## src/rsc_pkg.sv

```systemverilog
`timescale 1ns / 1ps
// Shared types and constants for the running statistics block.
package rsc_pkg;

   localparam int SAMPLE_BITS_DEF   = 24;
   localparam int COUNT_BITS_DEF    = 16;
   localparam int SAMPLE_FIELD_BITS = 24;
   localparam int COUNT_FIELD_BITS  = 16;
   localparam int INDEX_BITS        = 17;
   localparam int ACC_BITS          = 16;
   localparam int ACC_FRAC_BITS     = 16;

   localparam logic CMD_ADD   = 1'b0;
   localparam logic CMD_ERASE = 1'b1;

   typedef enum logic {
      OP_ADD   = 1'b0,
      OP_ERASE = 1'b1
   } op_type;

   typedef struct packed {
      op_type                         op;
      logic [SAMPLE_FIELD_BITS-1:0]   sample;
   } item_type;

endpackage

```

## src/rsc_channels.sv

```systemverilog
`timescale 1ns / 1ps
// Handshake channel interfaces for request, response and register write.
interface rsc_req_if;
   logic        valid;
   logic        ready;
   logic        cmd;
   logic [23:0] sample;
   modport source (output valid, output cmd, output sample, input ready);
   modport sink   (input valid, input cmd, input sample, output ready);
endinterface

interface rsc_rsp_if;
   logic               valid;
   logic               ready;
   logic               converged;
   logic [15:0]        sample_count;
   logic [23:0]        mean_value;
   logic [23:0]        std_dev;
   logic [23:0]        min_value;
   logic [23:0]        max_value;
   logic signed [16:0] min_index;
   logic signed [16:0] max_index;
   logic               overflow;
   modport source (output valid, output converged, output sample_count, output mean_value,
                   output std_dev, output min_value, output max_value, output min_index,
                   output max_index, output overflow, input ready);
   modport sink   (input valid, input converged, input sample_count, input mean_value,
                   input std_dev, input min_value, input max_value, input min_index,
                   input max_index, input overflow, output ready);
endinterface

interface rsc_csr_if;
   logic        valid;
   logic        ready;
   logic [15:0] data;
   modport source (output valid, output data, input ready);
   modport sink   (input valid, input data, output ready);
endinterface

```

## src/rsc_front.sv

```systemverilog
`timescale 1ns / 1ps
// Front stage: accept request beats, decode the command, register the item.
module rsc_front (
   input  logic              clock,
   input  logic              reset,
   rsc_req_if.sink           req,
   output logic              push_valid,
   output rsc_pkg::item_type push_item,
   input  logic              push_ready
);
   import rsc_pkg::*;

   logic     valid_ff, valid_in;
   item_type item_ff, item_in;
   op_type   op_dec;

   always_comb begin
      unique case (req.cmd)
         CMD_ERASE: op_dec = OP_ERASE;
         default:   op_dec = OP_ADD;
      endcase
   end

   assign req.ready  = !valid_ff || push_ready;
   assign push_valid = valid_ff;
   assign push_item  = item_ff;

   always_comb begin
      valid_in = valid_ff && !push_ready;
      item_in  = item_ff;
      if (req.valid && req.ready) begin
         valid_in       = 1'b1;
         item_in.op     = op_dec;
         item_in.sample = req.sample;
      end
   end

   always_ff @(posedge clock) begin
      if (reset) begin
         valid_ff <= 1'b0;
      end else begin
         valid_ff <= valid_in;
      end
      item_ff <= item_in;
   end

endmodule

```

## src/rsc_queue.sv

```systemverilog
`timescale 1ns / 1ps
// Two-entry item queue between the front and back stages.
module rsc_queue (
   input  logic              clock,
   input  logic              reset,
   input  logic              push_valid,
   input  rsc_pkg::item_type push_item,
   output logic              push_ready,
   output logic              pop_valid,
   output rsc_pkg::item_type pop_item,
   input  logic              pop
);
   import rsc_pkg::*;

   item_type   mem_ff [2];
   logic       wr_ptr_ff, wr_ptr_in;
   logic       rd_ptr_ff, rd_ptr_in;
   logic [1:0] fill_ff, fill_in;
   logic       do_push, do_pop;

   assign push_ready = (fill_ff != 2'd2);
   assign pop_valid  = (fill_ff != 2'd0);
   assign pop_item   = mem_ff[rd_ptr_ff];
   assign do_push    = push_valid && push_ready;
   assign do_pop     = pop && pop_valid;

   always_comb begin
      wr_ptr_in = do_push ? !wr_ptr_ff : wr_ptr_ff;
      rd_ptr_in = do_pop ? !rd_ptr_ff : rd_ptr_ff;
      fill_in   = fill_ff + 2'(do_push) - 2'(do_pop);
   end

   always_ff @(posedge clock) begin
      if (reset) begin
         wr_ptr_ff <= 1'b0;
         rd_ptr_ff <= 1'b0;
         fill_ff   <= 2'd0;
      end else begin
         wr_ptr_ff <= wr_ptr_in;
         rd_ptr_ff <= rd_ptr_in;
         fill_ff   <= fill_in;
      end
      if (do_push) begin
         mem_ff[wr_ptr_ff] <= push_item;
      end
   end

endmodule

```

## src/rsc_back.sv

```systemverilog
`timescale 1ns / 1ps
// Back stage: statistics state, shared shift-add multiplier, root and divide sequencer.
module rsc_back #(
   parameter int SAMPLE_BITS = rsc_pkg::SAMPLE_BITS_DEF,
   parameter int COUNT_BITS  = rsc_pkg::COUNT_BITS_DEF
) (
   input  logic                          clock,
   input  logic                          reset,
   input  logic [rsc_pkg::ACC_BITS-1:0]  accuracy,
   input  logic                          q_valid,
   input  rsc_pkg::item_type             q_item,
   output logic                          q_pop,
   rsc_rsp_if.source                     rsp
);
   import rsc_pkg::*;

   localparam int S    = SAMPLE_BITS;
   localparam int C    = COUNT_BITS;
   localparam int SC   = S + C;
   localparam int SQ   = 2 * S + C;
   localparam int DW   = 2 * SC;
   localparam int AW   = ACC_BITS + C + 1;
   localparam int PW   = (DW > SC + AW) ? DW : SC + AW;
   localparam int STW  = $clog2(SC + 1);

   typedef enum logic [12:0] {
      ST_IDLE  = 13'b0000000000001,
      ST_DISP  = 13'b0000000000010,
      ST_MNV   = 13'b0000000000100,
      ST_MACC  = 13'b0000000001000,
      ST_MSA   = 13'b0000000010000,
      ST_UPD   = 13'b0000000100000,
      ST_STAT  = 13'b0000001000000,
      ST_MNQ   = 13'b0000010000000,
      ST_MSS   = 13'b0000100000000,
      ST_SQRT  = 13'b0001000000000,
      ST_DSTD  = 13'b0010000000000,
      ST_DMEAN = 13'b0100000000000,
      ST_OUT   = 13'b1000000000000
   } state_type;

   state_type state_ff, state_in;

   logic [SC-1:0]         sum_ff, sum_in;
   logic [SQ-1:0]         sq_ff, sq_in;
   logic [C-1:0]          cnt_ff, cnt_in;
   logic                  conv_ff, conv_in;
   logic [S-1:0]          min_ff, min_in, max_ff, max_in;
   logic [INDEX_BITS-1:0] minpos_ff, minpos_in, maxpos_ff, maxpos_in;
   logic [S-1:0]          mean_ff, mean_in, std_ff, std_in;

   op_type                op_ff, op_in;
   logic [S-1:0]          v_ff, v_in;
   logic                  ovf_ff, ovf_in;

   logic [PW-1:0]         ma_ff, ma_in, mp_ff, mp_in, tmp_ff, tmp_in;
   logic [SC-1:0]         mb_ff, mb_in;
   logic [SC-1:0]         diff_ff, diff_in;
   logic [DW-1:0]         rad_ff, rad_in;
   logic [SC+1:0]         rem_ff, rem_in;
   logic [SC-1:0]         root_ff, root_in;
   logic [SC-1:0]         dq_ff, dq_in;
   logic [C:0]            dr_ff, dr_in;
   logic [STW-1:0]        step_ff, step_in;

   logic                  rsp_valid_ff, rsp_valid_in;
   logic                  o_conv_ff, o_conv_in, o_ovf_ff, o_ovf_in;
   logic [C-1:0]          o_cnt_ff, o_cnt_in;
   logic [S-1:0]          o_mean_ff, o_mean_in, o_std_ff, o_std_in;
   logic [S-1:0]          o_min_ff, o_min_in, o_max_ff, o_max_in;
   logic [INDEX_BITS-1:0] o_minpos_ff, o_minpos_in, o_maxpos_ff, o_maxpos_in;

   logic                  mul_done;
   logic [PW-1:0]         mul_next;
   logic [SC-1:0]         nv;
   logic [SC+1:0]         rem_t, trial;
   logic [C:0]            div_t;
   logic [2*S-1:0]        vsq;

   assign mul_done = (mb_ff == '0);
   assign mul_next = mp_ff + (mb_ff[0] ? ma_ff : '0);
   assign nv       = mp_ff[SC-1:0];
   assign rem_t    = {rem_ff[SC-1:0], rad_ff[DW-1 -: 2]};
   assign trial    = {root_ff, 2'b01};
   assign div_t    = {dr_ff[C-1:0], dq_ff[SC-1]};
   assign vsq      = v_ff * v_ff;

   always_comb begin
      state_in     = state_ff;
      sum_in       = sum_ff;
      sq_in        = sq_ff;
      cnt_in       = cnt_ff;
      conv_in      = conv_ff;
      min_in       = min_ff;
      max_in       = max_ff;
      minpos_in    = minpos_ff;
      maxpos_in    = maxpos_ff;
      mean_in      = mean_ff;
      std_in       = std_ff;
      op_in        = op_ff;
      v_in         = v_ff;
      ovf_in       = ovf_ff;
      ma_in        = ma_ff;
      mb_in        = mb_ff;
      mp_in        = mp_ff;
      tmp_in       = tmp_ff;
      diff_in      = diff_ff;
      rad_in       = rad_ff;
      rem_in       = rem_ff;
      root_in      = root_ff;
      dq_in        = dq_ff;
      dr_in        = dr_ff;
      step_in      = step_ff;
      rsp_valid_in = rsp_valid_ff && !rsp.ready;
      o_conv_in    = o_conv_ff;
      o_ovf_in     = o_ovf_ff;
      o_cnt_in     = o_cnt_ff;
      o_mean_in    = o_mean_ff;
      o_std_in     = o_std_ff;
      o_min_in     = o_min_ff;
      o_max_in     = o_max_ff;
      o_minpos_in  = o_minpos_ff;
      o_maxpos_in  = o_maxpos_ff;
      q_pop        = 1'b0;

      if (!mul_done) begin
         mp_in = mul_next;
         ma_in = ma_ff << 1;
         mb_in = mb_ff >> 1;
      end

      unique case (state_ff)
         ST_IDLE: begin
            q_pop = q_valid;
            if (q_valid) begin
               op_in    = q_item.op;
               v_in     = q_item.sample[S-1:0];
               state_in = ST_DISP;
            end
         end
         ST_DISP: begin
            ovf_in = 1'b0;
            if (op_ff == OP_ERASE) begin
               sum_in    = '0;
               sq_in     = '0;
               cnt_in    = '0;
               conv_in   = 1'b0;
               min_in    = '1;
               max_in    = '0;
               minpos_in = '1;
               maxpos_in = '1;
               mean_in   = '0;
               std_in    = '0;
               state_in  = ST_OUT;
            end else if (cnt_ff == '1) begin
               ovf_in   = 1'b1;
               state_in = ST_OUT;
            end else if (cnt_ff >= C'(2)) begin
               ma_in    = PW'(v_ff);
               mb_in    = SC'(cnt_ff);
               mp_in    = '0;
               state_in = ST_MNV;
            end else begin
               state_in = ST_UPD;
            end
         end
         ST_MNV: begin
            if (mul_done) begin
               diff_in  = (nv >= sum_ff) ? nv - sum_ff : sum_ff - nv;
               ma_in    = PW'(accuracy);
               mb_in    = SC'({1'b0, cnt_ff} + (C+1)'(1));
               mp_in    = '0;
               state_in = ST_MACC;
            end
         end
         ST_MACC: begin
            if (mul_done) begin
               ma_in    = mp_ff;
               mb_in    = sum_ff;
               mp_in    = '0;
               state_in = ST_MSA;
            end
         end
         ST_MSA: begin
            if (mul_done) begin
               conv_in  = mp_ff > PW'({diff_ff, {ACC_FRAC_BITS{1'b0}}});
               state_in = ST_UPD;
            end
         end
         ST_UPD: begin
            if (cnt_ff == '0 || v_ff < min_ff) begin
               min_in    = v_ff;
               minpos_in = INDEX_BITS'(cnt_ff);
            end
            if (cnt_ff == '0 || v_ff > max_ff) begin
               max_in    = v_ff;
               maxpos_in = INDEX_BITS'(cnt_ff);
            end
            sum_in   = sum_ff + SC'(v_ff);
            sq_in    = sq_ff + SQ'(vsq);
            cnt_in   = cnt_ff + C'(1);
            state_in = ST_STAT;
         end
         ST_STAT: begin
            ma_in    = PW'(sq_ff);
            mb_in    = SC'(cnt_ff);
            mp_in    = '0;
            state_in = ST_MNQ;
         end
         ST_MNQ: begin
            if (mul_done) begin
               tmp_in   = mp_ff;
               ma_in    = PW'(sum_ff);
               mb_in    = sum_ff;
               mp_in    = '0;
               state_in = ST_MSS;
            end
         end
         ST_MSS: begin
            if (mul_done) begin
               rad_in   = (tmp_ff > mp_ff) ? DW'(tmp_ff - mp_ff) : '0;
               rem_in   = '0;
               root_in  = '0;
               step_in  = STW'(SC);
               state_in = ST_SQRT;
            end
         end
         ST_SQRT: begin
            if (step_ff != '0) begin
               rad_in  = rad_ff << 2;
               step_in = step_ff - STW'(1);
               if (rem_t >= trial) begin
                  rem_in  = rem_t - trial;
                  root_in = {root_ff[SC-2:0], 1'b1};
               end else begin
                  rem_in  = rem_t;
                  root_in = {root_ff[SC-2:0], 1'b0};
               end
            end else begin
               dq_in    = root_ff;
               dr_in    = '0;
               step_in  = STW'(SC);
               state_in = ST_DSTD;
            end
         end
         ST_DSTD, ST_DMEAN: begin
            if (step_ff != '0) begin
               step_in = step_ff - STW'(1);
               if (div_t >= {1'b0, cnt_ff}) begin
                  dr_in = div_t - {1'b0, cnt_ff};
                  dq_in = {dq_ff[SC-2:0], 1'b1};
               end else begin
                  dr_in = div_t;
                  dq_in = {dq_ff[SC-2:0], 1'b0};
               end
            end else if (state_ff == ST_DSTD) begin
               std_in   = dq_ff[S-1:0];
               dq_in    = sum_ff;
               dr_in    = '0;
               step_in  = STW'(SC);
               state_in = ST_DMEAN;
            end else begin
               mean_in  = dq_ff[S-1:0];
               state_in = ST_OUT;
            end
         end
         ST_OUT: begin
            if (!rsp_valid_ff || rsp.ready) begin
               rsp_valid_in = 1'b1;
               o_conv_in    = conv_ff;
               o_ovf_in     = ovf_ff;
               o_cnt_in     = cnt_ff;
               o_mean_in    = mean_ff;
               o_std_in     = std_ff;
               o_min_in     = min_ff;
               o_max_in     = max_ff;
               o_minpos_in  = minpos_ff;
               o_maxpos_in  = maxpos_ff;
               state_in     = ST_IDLE;
            end
         end
         default: state_in = ST_IDLE;
      endcase
   end

   assign rsp.valid        = rsp_valid_ff;
   assign rsp.converged    = o_conv_ff;
   assign rsp.overflow     = o_ovf_ff;
   assign rsp.sample_count = COUNT_FIELD_BITS'(o_cnt_ff);
   assign rsp.mean_value   = SAMPLE_FIELD_BITS'(o_mean_ff);
   assign rsp.std_dev      = SAMPLE_FIELD_BITS'(o_std_ff);
   assign rsp.min_value    = SAMPLE_FIELD_BITS'(o_min_ff);
   assign rsp.max_value    = SAMPLE_FIELD_BITS'(o_max_ff);
   assign rsp.min_index    = o_minpos_ff;
   assign rsp.max_index    = o_maxpos_ff;

   always_ff @(posedge clock) begin
      if (reset) begin
         state_ff     <= ST_IDLE;
         rsp_valid_ff <= 1'b0;
         sum_ff       <= '0;
         sq_ff        <= '0;
         cnt_ff       <= '0;
         conv_ff      <= 1'b0;
         min_ff       <= '1;
         max_ff       <= '0;
         minpos_ff    <= '1;
         maxpos_ff    <= '1;
         mean_ff      <= '0;
         std_ff       <= '0;
         mb_ff        <= '0;
      end else begin
         state_ff     <= state_in;
         rsp_valid_ff <= rsp_valid_in;
         sum_ff       <= sum_in;
         sq_ff        <= sq_in;
         cnt_ff       <= cnt_in;
         conv_ff      <= conv_in;
         min_ff       <= min_in;
         max_ff       <= max_in;
         minpos_ff    <= minpos_in;
         maxpos_ff    <= maxpos_in;
         mean_ff      <= mean_in;
         std_ff       <= std_in;
         mb_ff        <= mb_in;
      end
      op_ff       <= op_in;
      v_ff        <= v_in;
      ovf_ff      <= ovf_in;
      ma_ff       <= ma_in;
      mp_ff       <= mp_in;
      tmp_ff      <= tmp_in;
      diff_ff     <= diff_in;
      rad_ff      <= rad_in;
      rem_ff      <= rem_in;
      root_ff     <= root_in;
      dq_ff       <= dq_in;
      dr_ff       <= dr_in;
      step_ff     <= step_in;
      o_conv_ff   <= o_conv_in;
      o_ovf_ff    <= o_ovf_in;
      o_cnt_ff    <= o_cnt_in;
      o_mean_ff   <= o_mean_in;
      o_std_ff    <= o_std_in;
      o_min_ff    <= o_min_in;
      o_max_ff    <= o_max_in;
      o_minpos_ff <= o_minpos_in;
      o_maxpos_ff <= o_maxpos_in;
   end

endmodule

```

## src/running_stats_convergence.sv

```systemverilog
`timescale 1ns / 1ps
// Top level of the running statistics and convergence block.
//
//  channel   dir  beat carries
//  req_bus   in   cmd, sample
//  rsp_bus   out  converged, sample_count, mean_value, std_dev, extremes, indices, overflow
//  csr_bus   in   accuracy write data
//
// An add runs through the one-bit-a-cycle multiplier, root and divider of the back stage.
// Erase and dropped samples go from dispatch straight to the output state.
// Reset is synchronous and clears all statistics and the accuracy register.
// Two queued items and one waiting response let the request side run ahead of the back stage.
module running_stats_convergence #(
   parameter int SAMPLE_BITS = rsc_pkg::SAMPLE_BITS_DEF,
   parameter int COUNT_BITS  = rsc_pkg::COUNT_BITS_DEF
) (
   input logic        clock,
   input logic        reset,
   rsc_req_if.sink    req_bus,
   rsc_rsp_if.source  rsp_bus,
   rsc_csr_if.sink    csr_bus
);
   import rsc_pkg::*;

   logic [ACC_BITS-1:0] accuracy_ff, accuracy_in;
   logic                push_valid, push_ready, pop_valid, pop;
   item_type            push_item, pop_item;

   assign csr_bus.ready = 1'b1;
   assign accuracy_in   = (csr_bus.valid && csr_bus.ready) ? csr_bus.data : accuracy_ff;

   always_ff @(posedge clock) begin
      if (reset) begin
         accuracy_ff <= '0;
      end else begin
         accuracy_ff <= accuracy_in;
      end
   end

   rsc_front u_front (
      .clock      (clock),
      .reset      (reset),
      .req        (req_bus),
      .push_valid (push_valid),
      .push_item  (push_item),
      .push_ready (push_ready)
   );

   rsc_queue u_queue (
      .clock      (clock),
      .reset      (reset),
      .push_valid (push_valid),
      .push_item  (push_item),
      .push_ready (push_ready),
      .pop_valid  (pop_valid),
      .pop_item   (pop_item),
      .pop        (pop)
   );

   rsc_back #(
      .SAMPLE_BITS (SAMPLE_BITS),
      .COUNT_BITS  (COUNT_BITS)
   ) u_back (
      .clock    (clock),
      .reset    (reset),
      .accuracy (accuracy_ff),
      .q_valid  (pop_valid),
      .q_item   (pop_item),
      .q_pop    (pop),
      .rsp      (rsp_bus)
   );

endmodule

```

## src/flat_wrapper.sv

```systemverilog
// flat-port wrapper written by rule: the top's interface ports become plain ports
module running_stats_convergence_flat import rsc_pkg::*;
#(
   parameter int SAMPLE_BITS = rsc_pkg::SAMPLE_BITS_DEF,
   parameter int COUNT_BITS  = rsc_pkg::COUNT_BITS_DEF
)
  (clock, reset, req_bus_valid, req_bus_cmd, req_bus_sample, req_bus_ready, rsp_bus_valid, rsp_bus_converged, rsp_bus_sample_count, rsp_bus_mean_value, rsp_bus_std_dev, rsp_bus_min_value, rsp_bus_max_value, rsp_bus_min_index, rsp_bus_max_index, rsp_bus_overflow, rsp_bus_ready, csr_bus_valid, csr_bus_data, csr_bus_ready);
  rsc_req_if req_bus_i ();
  rsc_rsp_if rsp_bus_i ();
  rsc_csr_if csr_bus_i ();
  input logic clock;
  input logic reset;
  input wire logic [$bits(req_bus_i.valid)-1:0] req_bus_valid;
  input wire logic [$bits(req_bus_i.cmd)-1:0] req_bus_cmd;
  input wire logic [$bits(req_bus_i.sample)-1:0] req_bus_sample;
  output wire logic [$bits(req_bus_i.ready)-1:0] req_bus_ready;
  output wire logic [$bits(rsp_bus_i.valid)-1:0] rsp_bus_valid;
  output wire logic [$bits(rsp_bus_i.converged)-1:0] rsp_bus_converged;
  output wire logic [$bits(rsp_bus_i.sample_count)-1:0] rsp_bus_sample_count;
  output wire logic [$bits(rsp_bus_i.mean_value)-1:0] rsp_bus_mean_value;
  output wire logic [$bits(rsp_bus_i.std_dev)-1:0] rsp_bus_std_dev;
  output wire logic [$bits(rsp_bus_i.min_value)-1:0] rsp_bus_min_value;
  output wire logic [$bits(rsp_bus_i.max_value)-1:0] rsp_bus_max_value;
  output wire logic [$bits(rsp_bus_i.min_index)-1:0] rsp_bus_min_index;
  output wire logic [$bits(rsp_bus_i.max_index)-1:0] rsp_bus_max_index;
  output wire logic [$bits(rsp_bus_i.overflow)-1:0] rsp_bus_overflow;
  input wire logic [$bits(rsp_bus_i.ready)-1:0] rsp_bus_ready;
  input wire logic [$bits(csr_bus_i.valid)-1:0] csr_bus_valid;
  input wire logic [$bits(csr_bus_i.data)-1:0] csr_bus_data;
  output wire logic [$bits(csr_bus_i.ready)-1:0] csr_bus_ready;
  assign req_bus_i.valid = req_bus_valid;
  assign req_bus_i.cmd = req_bus_cmd;
  assign req_bus_i.sample = req_bus_sample;
  assign req_bus_ready = req_bus_i.ready;
  assign rsp_bus_valid = rsp_bus_i.valid;
  assign rsp_bus_converged = rsp_bus_i.converged;
  assign rsp_bus_sample_count = rsp_bus_i.sample_count;
  assign rsp_bus_mean_value = rsp_bus_i.mean_value;
  assign rsp_bus_std_dev = rsp_bus_i.std_dev;
  assign rsp_bus_min_value = rsp_bus_i.min_value;
  assign rsp_bus_max_value = rsp_bus_i.max_value;
  assign rsp_bus_min_index = rsp_bus_i.min_index;
  assign rsp_bus_max_index = rsp_bus_i.max_index;
  assign rsp_bus_overflow = rsp_bus_i.overflow;
  assign rsp_bus_i.ready = rsp_bus_ready;
  assign csr_bus_i.valid = csr_bus_valid;
  assign csr_bus_i.data = csr_bus_data;
  assign csr_bus_ready = csr_bus_i.ready;
  running_stats_convergence #(.SAMPLE_BITS(SAMPLE_BITS), .COUNT_BITS(COUNT_BITS)) u_core (.clock(clock), .reset(reset), .req_bus(req_bus_i), .rsp_bus(rsp_bus_i), .csr_bus(csr_bus_i));
endmodule
```

## config.mk

```make
export PLATFORM = sky130hd
export DESIGN_NAME = running_stats_convergence_flat
export DESIGN_NICKNAME = d
export VERILOG_FILES = /design/src/rsc_pkg.sv /design/src/rsc_channels.sv /design/src/rsc_front.sv /design/src/rsc_queue.sv /design/src/rsc_back.sv /design/src/running_stats_convergence.sv /design/src/flat_wrapper.sv
export SDC_FILE = /design/constraint.sdc
export NUM_CORES = 2
export LEC_CHECK = 0
export BUFFER_PORTS_ARGS = -buffer_cell sky130_fd_sc_hd__buf_4
export CORE_ASPECT_RATIO = 1.4
export CORE_MARGIN = 1.5
export CORE_UTILIZATION = 55
export DETAILED_ROUTE_END_ITERATION = 10
export PLACE_DENSITY = 0.69
export RECOVER_POWER = 50
export SLEW_MARGIN = 20
export SYNTH_ARGS = -nofsm -noshare
export SYNTH_HDL_FRONTEND = slang
export SYNTH_SLANG_ARGS = --single-unit
```

## constraint.sdc

```tcl
create_clock -name clock -period 18.1 [get_ports clock]
set_input_delay 1.81 -clock clock [delete_from_list [all_inputs] [get_ports clock]]
set_output_delay 1.81 -clock clock [all_outputs]
set_load 0.1 [all_outputs]
```

==> out/metrics.yaml <==
final_layout:
  multiInputGateArea_mm2: 0.0466
  final-seq-area_mm2: 0.0275
  syn_to_final_growth_pct: 7.82
  layout-drive-gt1-share_pct: 4.61
  n_fill_cell: 12838
  num-nets-final: 9892
setup_path:
  cp.arrival_ns: 12.03
  path_buf_inv: 2
  critPathLaunchType: "input pin"
  crit_required_ns: 18.75
  crit_type: "input pin to register"
  critical-path-max-stage-delay_ns: 3.54
  critical-path-top-delay-family: "buffers and inverters"
  cp-end-kind: "register"
  cpMostUsedCell: "clkbuf_1"
  critical_path_peak_fanout: 90
  cpMaxStageDelayCell: "clkbuf_1"
  worstPathCellList: "clkbuf_1 -> clkbuf_1 -> nor2_1 -> a22o_1"
yosys:
  netlist_top_cells_area: "edfxtp_1, dfxtp_1, fa_1, ha_1, inv_1"
  synthCells: 8785
  synth_compound_area_share_pct: 17.5
  synth-edff-count: 591
  synth_xor_area_share_pct: 3.75
  synth_cell_type_count: 99
  synth_top_family_by_area: "adder cells"
  synth_largest_area_cell: "edfxtp_1"
  syn_nets: 9910
  synth_commonest_cells: "inv_1, nand2_1, nor2_1"
  synthAdderAreaFrac_pct: 21.5
  synth_seq_cells: 1077
  ys_dominant_reg_cell: "edfxtp_1"
  syn_area_mm2: 0.0798
  synthMuxAreaShare_pct: 1.55
  yosysTopAreaCellShare_pct: 22.2
  synth_area_per_cell_um2: 9.09
  yosys.area_share.simple_pct: 14.1
  yosysWarnings: 0
  synthArstFlopShare_pct: 0
  yosysMostFrequentCell: "inv_1"
  seq_area_frac_synth_pct: 34.4
clocking:
  cts_htree_levels: 3
  clockBufferDepth: 3
  clk_pin_slew_ns: 0.07
  cts_tree: "built"
  cts_resized: 0
  holdBufCountCts: 0
  cts_buffers: 109
  post_cts_buffers: 0
  cts.sinks: 1077
  clock_latency_ns: 0.80
  cts-root-buf: "clkbuf_16"
grt:
  grt_pass1_wl_um: 393000
  grt_max_degree: 165
  grt_overflow_total: 0
  grt.total_usage_pct: 34.9
  grt_pass1_vias: 66144
  antenna_found_initial: 6
min_path:
  hp-class: "register to register"
timing:
  finClkSkew_ns: 0.0933
  rsz0062_at_grt: "no"
  relSlewSlack_pct: -216
  worst_slew_pin_slew_ns: 4.74
  max_freq_mhz: 87.9
  slew_violations: 881
  setup-tns-final_ns: 0
  hold_viol: 0
  setup_viol: 0
  period_share_pct: 62.9
  period_minus_slack_ns: 11.38
route:
  wl_per_cell_um: 24.1
  viasPerCell: 6.06
  drc: 0
  num_vias: 65372
  ant_nets: 0
  drt-total-wl_um: 260000
  drt_iter0_markers: 5756
  dr.pass1.iters: 6
die:
  dieWidth_um: 325
  initial_utilization_pct: 55.3
  rows: 165
  core-area_mm2: 0.144
  ios: 197
  die-area_mm2: 0.147
  die_h_um: 454
status:
  violations: "max-capacitance violations, max-slew violations"
  status: "complete, but fails checks"
placement:
  portBuffers: 195
  place_hpwl_um: 196000
  routabilityCongestion: 1.05
run:
  max_cap_violations: 14
## layout make-up
| class | count | area share [%] |
|---|---|---|
| Timing Repair Buffer | 327 | 2.04 |
| Clock buffer | 143 | 3.51 |
| Multi-Input combinational cell | 6171 | 54.2 |
| Antenna cell | 2 | 0.00581 |
| Inverter | 1081 | 4.71 |
| Tap cell | 1920 | 2.79 |
| Sequential cell | 1077 | 31.9 |
| Clock inverter | 65 | 0.842 |
## cell families (layout without fill, tap and decap cells)
| logic type | after synthesis | after routing |
|---|---|---|
| AO/OA/AOI/OAI | 2185 | 2185 |
| XOR/XNOR | 342 | 342 |
| adder cells (fa/ha/maj) | 1079 | 1079 |
| buffers and inverters | 1537 | 1616 |
| flip-flops | 1077 | 1077 |
| multiplexers | 120 | 120 |
| other | 1 | 3 |
| AND/OR/NAND/NOR | 2444 | 2444 |
## path summary, 6_finish.rpt
kind                                endpoint                   startpoint  cells after the start  slack, ns
max reg2reg          u_core.u_back.mb_ff[32]       u_core.u_back.mb_ff[0]                     13       8.46
min reg2reg  u_core.u_back.rsp.min_index[13]  u_core.u_back.minpos_ff[13]                      0       0.43
max                 u_core.u_back.sum_ff[15]                        reset                      4       6.72
min          u_core.u_back.rsp.min_index[13]  u_core.u_back.minpos_ff[13]                      0       0.43
## flip-flops by register name, summed over array words and instances (netlist names), 25 cells and up
register / flops
u_core.u_back.diff_ff: 40
u_core.u_back.dq_ff: 40
u_core.u_back.ma_ff: 80
u_core.u_back.mb_ff: 40
u_core.u_back.mp_ff: 80
u_core.u_back.rad_ff: 80
u_core.u_back.rem_ff: 40
u_core.u_back.root_ff: 40
u_core.u_back.sq_ff: 64
u_core.u_back.sum_ff: 40
u_core.u_back.tmp_ff: 80
u_core.u_front.push_item: 25
u_core.u_queue.mem_ff: 50
## worst register-to-register path, stage by stage, from the launching register on
cell and delay [ns]:
dfxtp_1 0.31, clkbuf_1 2.19, nor4_1 0.16, nand4_1 0.24, or3_1 1.01, clkbuf_1 2.26, nand2_1 1.43, nand2_1 0.59
a21oi_4 0.15, buf_4 0.39, nor2_2 0.17, buf_4 0.34, a21oi_1 0.09, nor3_1 0.19
## routing by layer
layer  track usage (%)  vias up  routed length [um]  share of wire [%]
met3              4.61      736               16600                6.4
met5                 0        -                   0                  0
li1                  -    30192                   -                  -
met4              21.1        0               18000                6.9
met2              58.5     2466              123000                 47
met1              42.8    31978              102000                 39
## through the flow
stage / area [um2] / hold slack (ns) / instances / worst slack (ns) / util [%]
after global placement: 83100 / 0.413 / 10574 / 9.59 / 57.6
after detailed placement: 83100 / 0.415 / 10574 / 9.56 / 57.6
after floorplan: 79800 / 0.400 / 8785 / 4.11 / -
final: 86100 / 0.431 / 10786 / 6.72 / 59.7
after global routing: 86100 / 0.439 / 10785 / 6.26 / 59.7
after CTS: 86800 / 0.431 / 10782 / 9.46 / 60.2
## cells in the final DEF, fill, tap and decap left out, types with 19 or more instances in the layout
| cell | count |
|---|---|
| o211ai_1 | 19 |
| nand2b_1 | 60 |
| o21ai_0 | 434 |
| xor2_1 | 129 |
| nand3_1 | 117 |
| a21oi_1 | 703 |
| xnor2_1 | 213 |
| a221oi_1 | 23 |
| inv_1 | 1080 |
| clkbuf_4 | 24 |
| a22oi_1 | 134 |
| dfxtp_1 | 486 |
| ha_1 | 596 |
| and2_1 | 189 |
| a31oi_1 | 84 |
| buf_4 | 104 |
| nor2_1 | 732 |
| and3_1 | 44 |
| or3_1 | 21 |
| nor4_1 | 44 |
| clkbuf_16 | 112 |
| clkbuf_1 | 217 |
| o22ai_1 | 20 |
| nor3_1 | 124 |
| o21a_1 | 53 |
| a21o_1 | 222 |
| nand2_1 | 815 |
| mux2i_1 | 94 |
| clkinv_2 | 23 |
| edfxtp_1 | 591 |
| o21bai_1 | 90 |
| fa_1 | 483 |
| a22o_1 | 103 |
| a211oi_1 | 69 |
| or2_2 | 20 |
| nand4_1 | 130 |
| a21boi_0 | 35 |
| nor2b_1 | 65 |
Power is left out: the tool's default activity adds up to more than one toggle a clock period on the data nets, which glitch-free logic cannot reach.
